**config.mk**
```make
export PLATFORM = sky130hd
export DESIGN_NAME = rfcs_ram
export DESIGN_NICKNAME = d
export VERILOG_FILES = /design/src/rtl/core/rfcs_ram.sv
export SDC_FILE = /design/constraint.sdc
export NUM_CORES = 2
export LEC_CHECK = 0
export ABC_CLOCK_PERIOD_IN_PS = 3100
export BUFFER_PORTS_ARGS = -buffer_cell sky130_fd_sc_hd__buf_2
export CORE_MARGIN = 3
export CORE_UTILIZATION = 51
export DETAILED_ROUTE_END_ITERATION = 8
export PLACE_DENSITY_LB_ADDON = 0.2
export SYNTH_ARGS = -nofsm -noshare
export SYNTH_HDL_FRONTEND = slang
export SYNTH_SLANG_ARGS = --single-unit
```
**constraint.sdc**
```tcl
create_clock -name clk_i -period 3.1 [get_ports clk_i]
set_clock_uncertainty 0.1 [all_clocks]
set_input_delay 0.155 -clock clk_i [delete_from_list [all_inputs] [get_ports clk_i]]
set_output_delay 0.155 -clock clk_i [all_outputs]
set_load 0.01 [all_outputs]
```
**src/rtl/core/rfcs_ram.sv**
```systemverilog
// Generic single-write, single-read RAM with a registered read port.
module rfcs_ram #(
  parameter int unsigned WIDTH = 32,
  parameter int unsigned DEPTH = 64
) (
  input  logic                                 clk_i,
  input  logic                                 we_i,
  input  logic [(DEPTH > 1 ? $clog2(DEPTH) : 1)-1:0] waddr_i,
  input  logic [WIDTH-1:0]                     wdata_i,
  input  logic                                 re_i,
  input  logic [(DEPTH > 1 ? $clog2(DEPTH) : 1)-1:0] raddr_i,
  output logic [WIDTH-1:0]                     rdata_o
);

  logic [WIDTH-1:0] mem_q [DEPTH];
  logic [WIDTH-1:0] rdata_q;

  always_ff @(posedge clk_i) begin
    if (we_i) begin
      mem_q[waddr_i] <= wdata_i;
    end
    if (re_i) begin
      rdata_q <= mem_q[raddr_i];
    end
  end

  assign rdata_o = rdata_q;

endmodule

```
==> flow_summary_export.csv <==
group,metric,value,unit
clocking,root_buffer,"clkbuf_16",
detailed_routing,drc,0,
sta,max_slew_margin,14.5,%
floorplanning,core_area,153000,um2
global_route,grt_overflow,0,
detailed_routing,dr.pass1.iters,5,
floorplanning,die_area,159000,um2
logic_synthesis,ys_seq_elements,2080,
flow_run,cap_violations,0,
detailed_routing,wl,193000,um
worst_setup_path,critPathRequiredTime,3470,ps
clocking,ctsResizeCount,0,
sta,finalHoldViolations,0,
floorplanning,num_rows,143,
detailed_routing,vias_per_cell,6.36,
worst_setup_path,path_buf_inv,6,
worst_setup_path,critical_path.most_common_cell,"dlygate4sd3_1",
worst_setup_path,critical_path.slowest_cell,"dlygate4sd3_1",
logic_synthesis,synth_edf_count,2080,
global_route,antenna_found_initial,10,
global_route,grt_max_degree,68,
hold_path,worstHoldPathType,"input port to flip-flop",
detailed_routing,drt_iter0_markers,4246,
logic_synthesis,yosys_most_used_dff,"edfxtp_1",
pwr,p_leak,28.4,nW
worst_setup_path,worstSetupEndpointType,"flip-flop",
floorplanning,io_pins,79,
place,gp_congestion,0.788,
worst_setup_path,worstSetupStartpointType,"input port",
worst_setup_path,critPathMaxFanout,31,
global_route,grt_pass1_vias,38300,
detailed_routing,ant_nets,0,
sta,fin_setup_tns,0,ps
cells_and_area,drive_gt1_share,30.9,%
clocking,tritoncts,"yes",
sta,timing.final.ws_setup,366,ps
sta,timing.final.crit_share,88.2,%
floorplanning,die_y,399,um
worst_setup_path,slowest_delay,660,ps
cells_and_area,fin_nets,3715,
logic_synthesis,synth.avg_cell_area,23.7,um2
detailed_routing,vias,37400,
clocking,clkLatencyLatePin,820,ps
logic_synthesis,syn_area,78800,um2
detailed_routing,wl_per_cell,32.8,um
outcome,status,"finished clean",
place,place_ws,114,ps
clocking,clk_pin_slew_worst_paths,60,ps
sta,fin_crit,2730,ps
worst_setup_path,reg2reg_depth,7,
worst_setup_path,crit_arrival,3100,ps
logic_synthesis,synth_nets,3371,
logic_synthesis,seq_area_frac_synth,79.2,%
sta,drv_slew,0,
worst_setup_path,path_delay_family,"buffers and inverters",
logic_synthesis,ys_warn_count,0,
worst_setup_path,path_class,"input port to flip-flop",
logic_synthesis,netlist_instances,3324,
sta,worst_pin_slew,1280,ps
sta,grt_setup_unrepaired,"no",
global_route,grt_use_total,24.7,%
sta,finalSetupViolations,0,
place,hpwlAfterDp,110000,um
clocking,ctsLongestPathBuffers,3,
worst_setup_path,cp_cell_sequence,"dlygate4sd3_1 > buf_2 > nor2b_1 > nand4_1 > dlygate4sd3_1 > buf_4 > nor3_4 > dlygate4sd3_1 > buf_12",
global_route,grt_pass1_wl,279000,um
worst_setup_path,worst-path-stages,9,
clocking,cts_buffers,203,
clocking,cts_sinks,2080,
logic_synthesis,synth.distinct_cells,33,
pwr,peakVddDrop,731,uV
clocking,htree_levels,4,
floorplanning,initial_utilization,51.6,%
pwr,power_density,640,nW/um2
hold_path,holdPathStages,1,
logic_synthesis,synth-async-reset-ratio,0,%
floorplanning,die_x,399,um
cells_and_area,syn2layout_area_growth,15.2,%
sta,fmax,366,MHz
place,io_buffer_count,78,
through the flow:
stage,utilization [%],hold slack (ps),area (um2),cells,total power (W)
2_1_floorplan,-,154,78800,3324,0.0334
3_3_place_gp,55.0,481,84000,5466,0.0347
3_5_place_dp,55.0,479,84000,5466,0.0348
4_1_cts,59.4,4.37,90800,5876,0.0586
5_1_grt,59.4,52.7,90800,5876,0.0598
6_report,59.4,23.0,90800,5879,0.0581
cell type report:
type                            count  area, um2
Clock inverter                    133       1100
Clock buffer                      250       5380
Sequential cell                  2080      62500
Tap cell                         2030       2540
Multi-Input combinational cell   1062      16000
Fill cell                       10500      62000
Antenna cell                        3       7.51
Timing Repair Buffer              321       3340
placed cells by master (no fill, tap or decap), types with 59 or more instances in the layout:
cell type and instances:
edfxtp_1 2080, mux4_2 544, clkbuf_16 209, buf_4 135
mux2i_1 93, o22ai_1 84, buf_12 82, nor2_1 75
buf_2 74, a21oi_1 62, nor2_4 62, clkinv_1 59
cell usage after synthesis, types with 21 or more instances:
library cell  number  share of area, %
mux2i_1           93               1.2
edfxtp_1        2080                79
o22ai_1           84              0.67
nor2_1           137              0.65
a21oi_1           62              0.39
buf_1             21              0.10
o221ai_1          27              0.30
mux4_2           544                16
buf_4             25              0.24
clkbuf_1          74              0.35
nand2_1           26              0.12
buf_2             57              0.36
final timing paths:
kind	startpoint	endpoint	slack [ps]
setup / recovery	we_i	mem_q[49][31]	370
hold / removal	wdata_i[11]	mem_q[51][11]	20
setup reg to reg	mem_q[48][29]	rdata_o[29]	740
hold reg to reg	mem_q[28][4]	rdata_o[4]	760
cell families (layout without fill, tap and decap cells):
logic type,Yosys count,after routing,synth area share [%]
flops,2080,2080,79.2
mux,637,637,16.7
simple gates,223,223,1.26
compound gates,202,202,1.67
buf+inv,182,704,1.12
other cells,0,3,0
sequential cells by signal (all words and copies together), names as in the netlist:
signal and cells:
mem_q 2048, rdata_o 32
routing by layer:
layer | vias up | share of wire (%) | global-route usage [%]
met2 | 1700 | 49 | 39.0
met4 | 8 | 2.5 | 6.97
li1 | 15000 | - | -
met1 | 20400 | 41 | 35.9
met3 | 280 | 8.1 | 4.57
met5 | - | 0.023 | 0
repair_timing:
item / 4_1_cts / 5_1_grt
buffers inserted: 0 / 0
hold endpoints to repair: 480 / 0
hold buffers: 27 / 0
power breakdown:
| group | leakage, nW | total (W) | switching [W] | internal [W] |
|---|---|---|---|---|
| combinational | 6.47 | 0.00287 | 0.00172 | 0.00116 |
| clock | 3.15 | 0.0239 | 0.0102 | 0.0137 |
| sequential | 18.7 | 0.0313 | 0.000113 | 0.0312 |
| total | 28.4 | 0.0581 | 0.0120 | 0.0461 |
Note: power is estimated with default switching activity, not from simulation.
